[config.mk]
export PLATFORM = sky130hd
export DESIGN_NAME = pwm_input_capture_meter_unit
export DESIGN_NICKNAME = d
export VERILOG_FILES = /design/src/rtl/pwmcap_pkg.sv /design/src/rtl/pwmcap_ctrl.sv /design/src/rtl/pwmcap_dp.sv /design/src/rtl/pwm_input_capture_meter_unit.sv
export SDC_FILE = /design/constraint.sdc
export NUM_CORES = 1
export LEC_CHECK = 0
export BUFFER_PORTS_ARGS = -buffer_cell sky130_fd_sc_hd__buf_4
export CAP_MARGIN = 20
export CORE_MARGIN = 8
export CORE_UTILIZATION = 45
export DETAILED_ROUTE_END_ITERATION = 16
export SETUP_SLACK_MARGIN = 0.05
export SLEW_MARGIN = 20
export SYNTH_ARGS = -nofsm -noshare
export SYNTH_HDL_FRONTEND = slang
export SYNTH_SLANG_ARGS = --single-unit
[constraint.sdc]
create_clock -name clk -period 9.7 [get_ports clk]
set_input_delay 1.455 -clock clk [delete_from_list [all_inputs] [get_ports clk]]
set_output_delay 1.455 -clock clk [all_outputs]
set_load 0.03 [all_outputs]
[src/rtl/pwmcap_pkg.sv]
// shared types and constants for the pwm input capture meter
`default_nettype none
package pwmcap_pkg;

  localparam int unsigned CLOCK_HZ = 16000000;

  localparam int CAP_W   = 16;
  localparam int CNT8_W  = 8;
  localparam int FREQ_W  = 24;
  localparam int DUTY_W  = 8;
  localparam int SHIFT_W = 4;
  localparam int CFG_IDX_W = 1;
  localparam int CFG_DATA_W = SHIFT_W;

  localparam int DIV_STEPS = FREQ_W;
  localparam int STEP_W    = $clog2(DIV_STEPS);

  localparam logic [CNT8_W-1:0] CNT_MAX     = 8'hFF;
  localparam logic [CNT8_W-1:0] OVF_LIMIT   = 8'd2;
  localparam logic [CNT8_W-1:0] MIN_CAPS    = 8'd3;
  localparam logic [FREQ_W-1:0] DUTY_CLAMP  = 24'd255;

  typedef enum logic [1:0] {
    OP_RISE  = 2'd0,
    OP_FALL  = 2'd1,
    OP_OVF   = 2'd2,
    OP_QUERY = 2'd3
  } op_t;

  typedef enum logic [2:0] {
    STAT_OK       = 3'd0,
    STAT_STOPPED  = 3'd1,
    STAT_OVERFLOW = 3'd2,
    STAT_NODATA   = 3'd3,
    STAT_ZEROPER  = 3'd4
  } status_t;

  typedef enum logic [CFG_IDX_W-1:0] {
    REG_PRESCALE = 1'd0,
    REG_RUNNING  = 1'd1
  } reg_idx_t;

  typedef enum logic [1:0] {
    S_IDLE = 2'd0,
    S_DIV  = 2'd1,
    S_DONE = 2'd2
  } fsm_t;

  typedef struct packed {
    logic accept;
    logic step;
    logic load_out;
  } dp_cmd_t;

  typedef struct packed {
    logic query_err;
  } dp_stat_t;

endpackage
`default_nettype wire

[src/rtl/pwmcap_ctrl.sv]
// controller state machine: handshakes, divider step count, result hold
`default_nettype none
module pwmcap_ctrl
  import pwmcap_pkg::*;
(
  input  wire logic     clk,
  input  wire logic     rst_n,
  input  wire logic     in_tvalid,
  output logic          in_tready,
  input  wire logic [1:0] in_op,
  output logic          out_tvalid,
  input  wire logic     out_tready,
  output dp_cmd_t       cmd,
  input  wire dp_stat_t stat
);

  fsm_t              state_r, state_nxt;
  logic [STEP_W-1:0] step_r, step_nxt;
  logic              out_valid_r, out_valid_nxt;
  logic              acc;

  always_ff @(posedge clk) begin
    if (!rst_n) begin
      state_r     <= S_IDLE;
      step_r      <= '0;
      out_valid_r <= 1'b0;
    end else begin
      state_r     <= state_nxt;
      step_r      <= step_nxt;
      out_valid_r <= out_valid_nxt;
    end
  end

  always_comb begin
    state_nxt     = state_r;
    step_nxt      = step_r;
    out_valid_nxt = out_valid_r;
    in_tready     = 1'b0;
    cmd           = '0;
    acc           = 1'b0;

    if (out_valid_r && out_tready) begin
      out_valid_nxt = 1'b0;
    end

    unique case (state_r)
      S_IDLE: begin
        in_tready  = 1'b1;
        acc        = in_tvalid;
        cmd.accept = acc;
        if (acc && (op_t'(in_op) == OP_QUERY)) begin
          step_nxt  = '0;
          state_nxt = stat.query_err ? S_DONE : S_DIV;
        end
      end
      S_DIV: begin
        cmd.step = 1'b1;
        step_nxt = step_r + 1'b1;
        if (step_r == STEP_W'(DIV_STEPS - 1)) begin
          state_nxt = S_DONE;
        end
      end
      S_DONE: begin
        if (!out_valid_r || out_tready) begin
          cmd.load_out  = 1'b1;
          out_valid_nxt = 1'b1;
          state_nxt     = S_IDLE;
        end
      end
      default: begin
        state_nxt = S_IDLE;
      end
    endcase
  end

  assign out_tvalid = out_valid_r;

endmodule
`default_nettype wire

[src/rtl/pwmcap_dp.sv]
// datapath: config and capture state, status check, two serial dividers, result register
`default_nettype none
module pwmcap_dp
  import pwmcap_pkg::*;
(
  input  wire logic                  clk,
  input  wire logic                  rst_n,
  input  wire logic                  cfg_wr_en,
  input  wire logic [CFG_IDX_W-1:0]  cfg_index,
  input  wire logic [CFG_DATA_W-1:0] cfg_wdata,
  input  wire logic [1:0]            in_op,
  input  wire logic [CAP_W-1:0]      in_cap,
  input  wire dp_cmd_t               cmd,
  output dp_stat_t                   stat,
  output logic [2:0]                 out_status,
  output logic [FREQ_W-1:0]          out_freq,
  output logic [DUTY_W-1:0]          out_duty
);

  logic [SHIFT_W-1:0] prescale_shift_r;
  logic               running_r;
  logic [CAP_W-1:0]   prev_rise_r, last_rise_r, high_ticks_r;
  logic [CNT8_W-1:0]  ovf_cnt_r, cap_cnt_r;

  logic [FREQ_W-1:0]  num_f_r, num_d_r;
  logic [CAP_W-1:0]   rem_f_r, rem_d_r, div_r;
  status_t            qstat_r;

  logic [CAP_W-1:0]   period;
  status_t            qstat;
  logic [FREQ_W-1:0]  ftimer, duty_num;
  logic [CAP_W:0]     trial_f, trial_d;
  logic               ge_f, ge_d;
  logic [CAP_W-1:0]   rem_f_nxt, rem_d_nxt;
  logic [CNT8_W-1:0]  cap_cnt_inc;

  // status of a query against the current state
  always_comb begin
    period = last_rise_r - prev_rise_r;
    if (!running_r) begin
      qstat = STAT_STOPPED;
    end else if (ovf_cnt_r > OVF_LIMIT) begin
      qstat = STAT_OVERFLOW;
    end else if (cap_cnt_r < MIN_CAPS) begin
      qstat = STAT_NODATA;
    end else if (period == '0) begin
      qstat = STAT_ZEROPER;
    end else begin
      qstat = STAT_OK;
    end
    stat.query_err = (qstat != STAT_OK);
  end

  assign ftimer      = FREQ_W'(CLOCK_HZ >> prescale_shift_r);
  assign duty_num    = {high_ticks_r, 8'h00} - {8'h00, high_ticks_r};
  assign cap_cnt_inc = (cap_cnt_r == CNT_MAX) ? cap_cnt_r : cap_cnt_r + 1'b1;

  // one restoring step of each divider
  always_comb begin
    trial_f   = {rem_f_r, num_f_r[FREQ_W-1]};
    trial_d   = {rem_d_r, num_d_r[FREQ_W-1]};
    ge_f      = (trial_f >= {1'b0, div_r});
    ge_d      = (trial_d >= {1'b0, div_r});
    rem_f_nxt = ge_f ? CAP_W'(trial_f - {1'b0, div_r}) : trial_f[CAP_W-1:0];
    rem_d_nxt = ge_d ? CAP_W'(trial_d - {1'b0, div_r}) : trial_d[CAP_W-1:0];
  end

  always_ff @(posedge clk) begin
    if (!rst_n) begin
      prescale_shift_r <= '0;
      running_r        <= 1'b0;
      prev_rise_r      <= '0;
      last_rise_r      <= '0;
      high_ticks_r     <= '0;
      ovf_cnt_r        <= '0;
      cap_cnt_r        <= '0;
    end else begin
      if (cfg_wr_en) begin
        unique case (reg_idx_t'(cfg_index))
          REG_PRESCALE: prescale_shift_r <= cfg_wdata;
          REG_RUNNING:  running_r        <= cfg_wdata[0];
          default: ;
        endcase
      end
      if (cmd.accept) begin
        case (op_t'(in_op))
          OP_RISE: begin
            prev_rise_r <= last_rise_r;
            last_rise_r <= in_cap;
            cap_cnt_r   <= cap_cnt_inc;
            ovf_cnt_r   <= '0;
          end
          OP_FALL: begin
            high_ticks_r <= in_cap - last_rise_r;
            cap_cnt_r    <= cap_cnt_inc;
            ovf_cnt_r    <= '0;
          end
          OP_OVF: begin
            if (ovf_cnt_r != CNT_MAX) begin
              ovf_cnt_r <= ovf_cnt_r + 1'b1;
            end
          end
          default: ;
        endcase
      end
    end
  end

  // divider and result payload
  always_ff @(posedge clk) begin
    if (cmd.accept && (op_t'(in_op) == OP_QUERY)) begin
      qstat_r <= qstat;
      num_f_r <= ftimer;
      num_d_r <= duty_num;
      rem_f_r <= '0;
      rem_d_r <= '0;
      div_r   <= period;
    end else if (cmd.step) begin
      num_f_r <= {num_f_r[FREQ_W-2:0], ge_f};
      num_d_r <= {num_d_r[FREQ_W-2:0], ge_d};
      rem_f_r <= rem_f_nxt;
      rem_d_r <= rem_d_nxt;
    end
    if (cmd.load_out) begin
      out_status <= qstat_r;
      if (qstat_r != STAT_OK) begin
        out_freq <= '0;
        out_duty <= '0;
      end else begin
        out_freq <= num_f_r;
        out_duty <= (num_d_r > DUTY_CLAMP) ? DUTY_CLAMP[DUTY_W-1:0] : num_d_r[DUTY_W-1:0];
      end
    end
  end

endmodule
`default_nettype wire

[src/rtl/pwm_input_capture_meter_unit.sv]
// top level of the pwm input capture meter
//
//  channel | dir | handshake               | payload
//  in_     | in  | in_tvalid / in_tready   | tuser: opcode, tdata: capture_value
//  out_    | out | out_tvalid / out_tready | tuser: status, tdata: frequency, duty
//  cfg_    | in  | cfg_wr_en               | cfg_index, cfg_wdata
//
// capture and overflow items give no result and leave the input ready for the next item
// a query on an error status goes straight to the result, else it first runs the 24 shared
// steps of the two bit-serial dividers (frequency and duty run side by side)
// the result sits in an output register; a new item is taken while it waits,
// but a finished query holds until the result register is free
// rst_n is synchronous and clears config, capture state and counters
`default_nettype none
module pwm_input_capture_meter_unit
  import pwmcap_pkg::*;
(
  input  wire logic                  clk,
  input  wire logic                  rst_n,
  input  wire logic                  in_tvalid,
  output logic                       in_tready,
  input  wire logic [1:0]            in_tuser,   // [1:0] opcode
  input  wire logic [15:0]           in_tdata,   // [15:0] capture_value
  output logic                       out_tvalid,
  input  wire logic                  out_tready,
  output logic [2:0]                 out_tuser,  // [2:0] status
  output logic [31:0]                out_tdata,  // [23:0] frequency, [31:24] duty
  input  wire logic                  cfg_wr_en,
  input  wire logic [CFG_IDX_W-1:0]  cfg_index,
  input  wire logic [CFG_DATA_W-1:0] cfg_wdata
);

  dp_cmd_t           cmd;
  dp_stat_t          stat;
  logic [FREQ_W-1:0] freq;
  logic [DUTY_W-1:0] duty;

  pwmcap_ctrl u_ctrl (
    .clk        (clk),
    .rst_n      (rst_n),
    .in_tvalid  (in_tvalid),
    .in_tready  (in_tready),
    .in_op      (in_tuser),
    .out_tvalid (out_tvalid),
    .out_tready (out_tready),
    .cmd        (cmd),
    .stat       (stat)
  );

  pwmcap_dp u_dp (
    .clk        (clk),
    .rst_n      (rst_n),
    .cfg_wr_en  (cfg_wr_en),
    .cfg_index  (cfg_index),
    .cfg_wdata  (cfg_wdata),
    .in_op      (in_tuser),
    .in_cap     (in_tdata),
    .cmd        (cmd),
    .stat       (stat),
    .out_status (out_tuser),
    .out_freq   (freq),
    .out_duty   (duty)
  );

  assign out_tdata = {duty, freq};

  // error results carry no measurement
  a_err_zero: assert property (@(posedge clk) disable iff (!rst_n)
    (out_tvalid && (out_tuser != STAT_OK)) |-> (out_tdata == '0))
    else $error("error result with nonzero payload");

  // a query keeps the block busy on the next cycle
  a_query_busy: assert property (@(posedge clk) disable iff (!rst_n)
    (in_tvalid && in_tready && (in_tuser == OP_QUERY)) |=> !in_tready)
    else $error("input taken during a query");

  // other items leave the input ready on the next cycle
  a_event_fast: assert property (@(posedge clk) disable iff (!rst_n)
    (in_tvalid && in_tready && (in_tuser != OP_QUERY)) |=> in_tready)
    else $error("event item stalled the input");

endmodule
`default_nettype wire

==> reports/qor.tcl, run 1 <==
set qor(start_kind) {flip-flop}
set qor(die_h_um) 181.4
set qor(met1_usage_pct) 23.29
set qor(top_usage_layer) {met2}
set qor(post_synth_main_area_contributors) {edfxtp_1 (25%), dfxtp_1 (18%), ha_1 (8.0%)}
set qor(die-width_um) 181.4
set qor(htree_num_levels) 1
set qor(syn-cell-area_mm2) 0.01232
set qor(largest_vdd_supply_drop_uv) 130.2
set qor(timing.critical_path.required_ns) 9.92
set qor(clk_transition_reported_paths_ns) 0.06
set qor(layout.filler_cells) 2535
set qor(cts_resized) 0
set qor(report.final.slew_viol_count) 0
set qor(postSynthAreaPerCell_um2) 9.218
set qor(ctsHoldBuffers) 0
set qor(timing_hold_violations_final) 0
set qor(synth_largest_area_cell) {edfxtp_1}
set qor(antennaDiodeCount) 0
set qor(hold_path_startpoint) {u_dp.high_ticks_r[10]$_SDFFE_PN0P_}
set qor(layout.area.seq_mm2) 0.005245
set qor(synth.net_count) 1447
set qor(ff2ff_setup_slack_ns) 6.17
set qor(syn2layout_area_growth_pct) 14.35
set qor(place_congestion) 0.8582
set qor(hold_path.class) {flip-flop to flip-flop}
set qor(clk-insertion-delay-late_ns) 0.52
set qor(ys_seq_elements) 211
set qor(grt_start_max_net_pins) 108
set qor(ctsRootBufferMaster) {clkbuf_16}
set qor(avg_vias_per_cell) 5.517
set qor(detailed_place_hpwl_um) 21210
set qor(tns_ns) 0
set qor(drc) 0
set qor(status) {complete, no violations}
set qor(worstPathCellList) {inv_1 > ha_1 > nor2b_1 > o21ai_1 > a21oi_1 > nor3_1 > o211ai_1 > nand3_1 > and2_1 > a21oi_1}
set qor(p_leak_nw) 5.518
set qor(layout.nets) 1500
set qor(routed-via-count) 9655
set qor(total_detailed_routing_wirelength_um) 28860
set qor(hold_end) {u_dp.high_ticks_r[10]$_SDFFE_PN0P_}
set qor(post_synth_inst_count) 1336
set qor(path_class) {flip-flop to flip-flop}
set qor(post-cts-setup-buffers) 0
set qor(antenna_found_initial) 0
set qor(grt_util_met2_pct) 27.98
set qor(drt_pass1_iterations) 4
set qor(timing.max_slew.rel_slack_pct) 32.33
set qor(synth-edff-count) 102
set qor(first_global_vias) 9246
set qor(worst_pin_slew_ns) 1.013
set qor(worstReg2RegStart) {u_dp.div_r[1]$_DFFE_PP_}
set qor(netSwitchingFraction_pct) 24.11
set qor(number_of_design_rule_violations_left_by_the_first_detailed_router_iteration) 592
set qor(cts_tree) {built}
set qor(preCtsSetupSlack_ns) 5.658
set qor(starting_density_of_the_core_pct) 45.70
set qor(setup_ws_ns) 6.173
set qor(cts-root-to-sink-buffers) 3
set qor(detail_route.wl_per_cell_um) 16.49
set qor(share_of_final_layout_standard_cells_stronger_than_drive_strength_1_pct) 11.07
set qor(clkSinkCount) 211
set qor(hold_ws_ns) 0.4556
set qor(tritoncts_buffers) 26
set qor(cp_max_fo) 18
set qor(power_switching_w) 0.0005592
set qor(share_clk_of_total_power_pct) 45.5
set qor(fin_crit_sh_pct) 36.36
set qor(reg2regPathDepth) 10
set qor(grtUsageMet3_pct) 3.034
set qor(fin_skew_ns) 0.01214
set qor(holdPathStages) 2
set qor(fp.dieArea_mm2) 0.03292
set qor(seqPwrFrac_pct) 42.0
set qor(multiInputGateArea_mm2) 0.006583
set qor(worst_setup_path_end_kind) {flip-flop}
set qor(timing.final.setup_violations) 0
set qor(total_congestion_overflow_after_global_routing) 0
set qor(max_clock_freq_mhz) 283.5
set qor(synthDominantCellAreaShare_pct) 24.87
set qor(maxCapViolCount) 0
set qor(p_total_w) 0.002320
set qor(critical_path.slowest_cell) {and2_1}
set qor(internal_power_w) 0.001760
set qor(groute.usage.overall_pct) 17.32
set qor(reg2reg_to) {u_dp.num_d_r[0]$_DFFE_PP_}
set qor(synth_seq_area_share_pct) 42.59
set qor(core_region_area_mm2) 0.02695
set qor(grt_setup_unrepaired) {false}
set qor(cpPeakStageDelay_ns) 0.69
set qor(ioPinCount) 65
set qor(grt_first_pass_wirelength_um) 47640
set qor(yosys_warnings) 0
set qor(power.density_mw_per_mm2) 164.7
set qor(synth.distinct_cells) 78
set qor(power.share.combinational_pct) 12.5
set qor(post_route_ant_nets) 0
set qor(worst_ep_arrival_time_ns) 3.75
set qor(numPortBuffers) 64
set qor(ys.flop_type) {dfxtp_1}
set qor(critPathMostFrequentCell) {a21oi_1}
set qor(period_minus_slack_ns) 3.527
set qor(rows) 60
set qor(async_reset_ff_share_pct) 0
[cell usage in the layout (no fill, tap or decap), types with 4 or more instances in the layout]
cell type	netlist	final
and3_1	17	17
and2_1	29	29
clkbuf_16	0	27
buf_4	0	73
a31oi_1	9	9
o31a_1	5	5
nand2b_1	13	13
ha_1	79	79
clkinv_2	0	4
clkbuf_1	42	4
o41ai_1	5	5
or2_2	12	12
xnor2_1	37	37
nand3b_1	6	6
nor2_1	112	111
nand2_1	133	133
nor3_1	33	31
inv_1	85	84
o21ai_1	4	4
a311o_1	14	14
mux2i_1	42	42
or3_1	14	13
xor2_1	30	30
edfxtp_1	102	102
nor4_1	17	17
nand4_1	21	21
dfxtp_1	109	109
a21o_1	15	15
o21ai_0	88	88
a211oi_1	19	19
nand3_1	31	31
o211ai_1	9	9
fa_1	4	4
nor3b_1	4	4
mux2_2	5	5
o31ai_1	11	11
o21a_1	22	22
nor2b_1	16	14
bufinv_16	0	6
a21oi_1	72	72
[worst max-delay path: cells and delay by family (launching register included)]
kind            cells  cell delay (ns)
fa+ha+maj           1             0.31
simple gates        4             1.81
compound gates      4             0.58
flops               1             0.43
buf+inv             1             0.09
[cell families after synthesis]
| logic type | share of synthesized area [%] |
|---|---|
| flip-flops | 42.59 |
| multiplexers | 3.871 |
| AO/OA/AOI/OAI | 16.68 |
| adder cells (fa/ha/maj) | 8.676 |
| AND/OR/NAND/NOR | 19.26 |
| buffers and inverters | 4.155 |
| XOR/XNOR | 4.765 |
[worst max-delay path by stage]
stage / from / to / slack [ns] / cells after the start
4_1_cts: in_tuser[0] / u_ctrl.step_r[2]$_SDFFE_PN0P_ / 6.14 / 9
3_3_place_gp: in_tvalid / u_ctrl.step_r[2]$_SDFFE_PN0P_ / 5.69 / 9
5_1_grt: u_dp.div_r[1]$_DFFE_PP_ / u_dp.num_d_r[0]$_DFFE_PP_ / 5.83 / 10
3_5_place_dp: in_tuser[0] / u_ctrl.step_r[2]$_SDFFE_PN0P_ / 5.66 / 9
6_report: u_dp.div_r[1]$_DFFE_PP_ / u_dp.num_d_r[0]$_DFFE_PP_ / 6.17 / 10
2_1_floorplan: in_tvalid / u_ctrl.step_r[2]$_SDFFE_PN0P_ / 5.55 / 9
[cell usage after synthesis (4+ instances only)]
master / number
inv_1: 85
or2_2: 12
fa_1: 4
nand3b_1: 6
xnor2_1: 37
buf_2: 4
o31ai_1: 11
a311o_1: 14
o21ai_1: 4
or3_1: 14
nand3_1: 31
xor2_1: 30
a21o_1: 15
o21a_1: 22
a31oi_1: 9
nand2_1: 133
nor4_1: 17
and2_1: 29
nor3b_1: 4
o31a_1: 5
mux2i_1: 42
dfxtp_1: 109
nand4_1: 21
nor2b_1: 16
a211oi_1: 19
nor3_1: 33
ha_1: 79
nand2b_1: 13
clkbuf_1: 42
nor2_1: 112
edfxtp_1: 102
o211ai_1: 9
o21ai_0: 88
and3_1: 17
o41ai_1: 5
mux2_2: 5
a21oi_1: 72
[flip-flops by register name (all words and copies together) (netlist names)]
signal,count
u_ctrl.out_tvalid,1
u_ctrl.state_r,2
u_ctrl.step_r,5
u_dp.cap_cnt_r,8
u_dp.div_r,16
u_dp.high_ticks_r,16
u_dp.last_rise_r,16
u_dp.num_d_r,24
u_dp.num_f_r,24
u_dp.out_duty,8
u_dp.out_freq,24
u_dp.out_status,3
u_dp.ovf_cnt_r,8
u_dp.prescale_shift_r,4
u_dp.prev_rise_r,16
u_dp.qstat_r,3
u_dp.rem_d_r,16
u_dp.rem_f_r,16
u_dp.running_r,1
[per-layer routing]
metal / up-vias / share of wire, %
li1: 4948 / -
met1: 4478 / 48
met2: 184 / 44
met3: 45 / 4.7
met4: 0 / 2.7
met5: - / 0
[cell type report]
cell class,instances,share of cell area [%]
timing repair buffer,73,3.892
clock buffer,33,5.100
tap,341,3.030
multi-input combinational,990,46.74
sequential,211,37.25
clock inverter,15,1.661
inverter,87,2.328
[power by group through the flow]
stage               Clock [W]  Sequential (W)  Combinational (W)
global route          0.00112        0.000977           0.000324
detailed placement          0        0.000993           0.000289
floorplan                   0        0.000988           0.000220
CTS                   0.00108        0.000975           0.000290
finish                0.00106        0.000975           0.000289
global placement            0        0.000993           0.000286
[stage by stage]
step,cell area [um2],instances,utilization (%)
2_1_floorplan,12320,1336,-
3_3_place_gp,13130,1702,48.70
3_5_place_dp,13130,1702,48.70
4_1_cts,14080,1750,52.24
5_1_grt,14080,1750,52.25
6_report,14080,1750,52.25
Power figures use the tool's default switching activity.
==> run 2: changes to the inputs <==
--- a/config.mk
+++ b/config.mk
@@ -5,6 +5,7 @@
 export SDC_FILE = /design/constraint.sdc
 export NUM_CORES = 1
 export LEC_CHECK = 0
+export ABC_AREA = 1
 export BUFFER_PORTS_ARGS = -buffer_cell sky130_fd_sc_hd__buf_4
 export CAP_MARGIN = 20
 export CORE_MARGIN = 8
==> constraint.sdc (replaced) <==
create_clock -name clk -period 3.03 [get_ports clk]
set_input_delay 0.4545 -clock clk [delete_from_list [all_inputs] [get_ports clk]]
set_output_delay 0.4545 -clock clk [all_outputs]
set_load 0.03 [all_outputs]
==> run 2 against run 1 <==
Effect of this change:
- critical path type unchanged
- worst setup slack got worse by 5.6 ns
- highest routed layer unchanged
- critical path depth rose by 7
- total power rose to 5.4 times the previous value
- global-route usage rose by 1.0 points
==> reports/qor.tcl, run 2 <==
set qor(worst_setup_path_end_kind) {flip-flop}
set qor(total_detailed_routing_wirelength_um) 31240
set qor(synth.distinct_cells) 51
set qor(postSynthAreaPerCell_um2) 7.706
set qor(cts_resized) 0
set qor(hold_ws_ns) 0.2334
set qor(grt_setup_unrepaired) {false}
set qor(ctsHoldBuffers) 0
set qor(worstPathCellList) {inv_1 > ha_1 > fa_1 > inv_1 > nand3_1 > nand2_2 > nand2_1 > nand2_2 > nand2_1 > nand2_1 > nand2_1 > nand2_1 > nand2_1 > nor2_1 > nand3_2 > nand2_1 > a21oi_1}
set qor(period_minus_slack_ns) 2.440
set qor(yosys.area_share.adder_pct) 8.318
set qor(routed-via-count) 11076
set qor(grtUsageMet3_pct) 2.511
set qor(synth_seq_area_share_pct) 40.83
set qor(clk-insertion-delay-late_ns) 0.52
set qor(synth.net_count) 1778
set qor(reg2reg_to) {u_ctrl.state_r[0]$_SDFFE_PN0P_}
set qor(detail_route.wl_per_cell_um) 14.67
set qor(groute.usage.overall_pct) 18.35
set qor(numPortBuffers) 64
set qor(clk_transition_reported_paths_ns) 0.06
set qor(timing.final.setup_violations) 0
set qor(p_leak_nw) 6.638
set qor(synth_top_family_by_area) {simple AND/OR/NAND/NOR gates}
set qor(layout.cells.most_common) {nand2_1}
set qor(avg_vias_per_cell) 5.202
set qor(synth-xor-area-share_pct) 3.399
set qor(drc) 0
set qor(critical_path.top_delay_family) {simple AND/OR/NAND/NOR gates}
set qor(synth.cells.most_frequent) {nand2_1 (339), inv_1 (244), a21oi_1 (158), o21ai_0 (136), nor2_1 (126)}
set qor(report.final.slew_viol_count) 0
set qor(drt_pass1_iterations) 7
set qor(total_number_of_cells_along_the_worst_setup_path) 17
set qor(clkSinkCount) 211
set qor(max_clock_freq_mhz) 409.9
set qor(antennaDiodeCount) 0
set qor(hold_path.class) {input pin to flip-flop}
set qor(post-cts-setup-buffers) 0
set qor(share_of_final_layout_standard_cells_stronger_than_drive_strength_1_pct) 10.20
set qor(cts-root-to-sink-buffers) 3
set qor(tns_ns) 0
set qor(fp.dieArea_mm2) 0.03421
set qor(startpoint) {u_dp.last_rise_r[0]$_SDFFE_PN0P_}
set qor(top_usage_layer) {met2}
set qor(synthDominantCellAreaShare_pct) 23.84
set qor(ctsRootBufferMaster) {clkbuf_16}
set qor(tritoncts_buffers) 25
set qor(htree_num_levels) 1
set qor(detailed_place_hpwl_um) 23730
set qor(ys_seq_elements) 211
set qor(post_synth_inst_count) 1667
set qor(start_kind) {flip-flop}
set qor(largest_vdd_supply_drop_uv) 497.8
set qor(syn2layout_area_growth_pct) 12.97
set qor(critical_path.slowest_cell) {fa_1}
set qor(synth_largest_area_cell) {edfxtp_1}
set qor(timing.critical_path.required_ns) 3.43
set qor(largestRegisters) {u_dp.num_d_r x24, u_dp.num_f_r x24, u_dp.out_freq x24}
set qor(ff2ff_setup_slack_ns) 0.59
set qor(async_reset_ff_share_pct) 0
set qor(yosys_warnings) 0
set qor(maxCapViolCount) 0
set qor(fin_skew_ns) 0.01332
set qor(post_route_ant_nets) 0
set qor(cp_max_fo) 3
set qor(met1_usage_pct) 24.16
set qor(critPathMostFrequentCell) {nand2_1}
set qor(syn-cell-area_mm2) 0.01285
set qor(rows) 62
set qor(hold_path_startpoint) {in_tdata[12]}
set qor(ys.flop_type) {dfxtp_1}
set qor(power.density_mw_per_mm2) 868.6
set qor(synth_mux_area_share_pct) 0
set qor(cts_tree) {built}
set qor(place_congestion) 0.8947
set qor(yosysMostFrequentCell) {nand2_1}
set qor(placed_cells) 2083
set qor(ioPinCount) 65
set qor(compound_cell_area_share_of_the_yosys_netlist_pct) 16.37
set qor(reg2regPathDepth) 17
set qor(worst_ep_arrival_time_ns) 2.84
set qor(grt_start_max_net_pins) 60
set qor(cpPeakStageDelay_ns) 0.41
set qor(die-width_um) 185.0
set qor(final_cells) 2129
set qor(grt_first_pass_wirelength_um) 52030
set qor(layout.filler_cells) 2853
set qor(first_global_vias) 10758
set qor(die_h_um) 185.0
set qor(path_class) {flip-flop to flip-flop}
set qor(post_synth_main_area_contributors) {edfxtp_1 (24%), dfxtp_1 (17%), nand2_1 (9.9%)}
set qor(fin_crit_sh_pct) 80.52
set qor(layout.nets) 1837
set qor(number_of_design_rule_violations_left_by_the_first_detailed_router_iteration) 759
set qor(status) {complete, no violations}
set qor(antenna_found_initial) 0
set qor(total_congestion_overflow_after_global_routing) 0
set qor(core_region_area_mm2) 0.02839
set qor(synth-edff-count) 102
set qor(synth_simple_gate_area_share_pct) 22.13
set qor(most_frequent_cells_in_the_layout) {nand2_1 (339), inv_1 (243), a21oi_1 (158)}
set qor(timing_hold_violations_final) 0
set qor(starting_density_of_the_core_pct) 45.25
set qor(worst_pin_slew_ns) 0.9966
set qor(worst_setup_path_endpoint) {u_ctrl.state_r[0]$_SDFFE_PN0P_}
set qor(worstReg2RegStart) {u_dp.last_rise_r[0]$_SDFFE_PN0P_}
set qor(timing.critical_path.buf_inv) 2
set qor(timing.max_slew.rel_slack_pct) 33.40
set qor(grt_util_met2_pct) 31.08
## run 2: changes by cell type after synthesis, moves of 18 or more
cell,change
o21ai_0,+48
mux2i_1,-42
nand3_1,+51
and2_1,-29
nand2_1,+206
inv_1,+159
clkbuf_1,-18
a21oi_1,+86
## run 2: area by class of cell
class / count / area [um2] / area share (%)
multi-input combinational: 1162 / 6464 / 44.54
sequential: 211 / 5245 / 36.14
inverter: 251 / 942.2 / 6.492
clock buffer: 34 / 710.7 / 4.897
timing repair buffer: 75 / 575.6 / 3.966
tap: 384 / 480.5 / 3.311
clock inverter: 12 / 95.09 / 0.6552
## run 2: kinds of logic (layout without fill, tap and decap cells)
| family | count (synthesis) | count (layout) |
|---|---|---|
| xor gates and xnor gates | 49 | 49 |
| adders and majority gates | 83 | 83 |
| and+or+nand+nor | 645 | 645 |
| DFF | 211 | 211 |
| buffers and inverters | 294 | 372 |
| AOI/OAI and AO/OA | 385 | 385 |
## run 2: routing by layer
layer / up-vias / share of wire [%]
met5: - / 0
met4: 0 / 2.5
met3: 52 / 5.3
met2: 248 / 45
met1: 5073 / 47
li1: 5703 / -
## run 2: per-stage QoR
step	setup WS [ns]	cell area [um2]	total power, W	utilization [%]
after global routing	0.3847	14510	0.01363	51.11
after global placement	0.6009	13710	0.009702	48.28
after floorplan	0.5693	12850	0.008378	-
after detailed placement	0.6083	13710	0.009753	48.28
after CTS	0.5841	14510	0.01272	51.11
final	0.5902	14510	0.01261	51.11
## run 2: worst min path at each step
stage,to,slack [ns],cells past startpoint
after floorplan,u_dp.rem_f_r[15]$_SDFFE_PP0P_,0.43,2
after global placement,u_dp.rem_f_r[15]$_SDFFE_PP0P_,0.44,2
after detailed placement,u_dp.rem_f_r[15]$_SDFFE_PP0P_,0.45,2
after CTS,u_dp.prescale_shift_r[3]$_SDFFE_PN0P_,0.21,3
after global routing,u_dp.last_rise_r[14]$_SDFFE_PN0P_,0.24,3
final,u_dp.last_rise_r[12]$_SDFFE_PN0P_,0.23,3
## run 2: power breakdown
group	internal, W	switching, W	leakage (nW)	total (W)
Sequential	0.00385	0.000355	1.84	0.00421
Combinational	0.00188	0.00361	4.40	0.00548
Clock	0.00173	0.00118	0.399	0.00291
Total	0.00746	0.00514	6.64	0.0126
## run 2: worst min-delay path, delay by kind of cell
| family | cells | cell delay, ns |
|---|---|---|
| AOI/OAI and AO/OA | 2 | 0.17 |
| buffers and inverters | 1 | 0.08 |
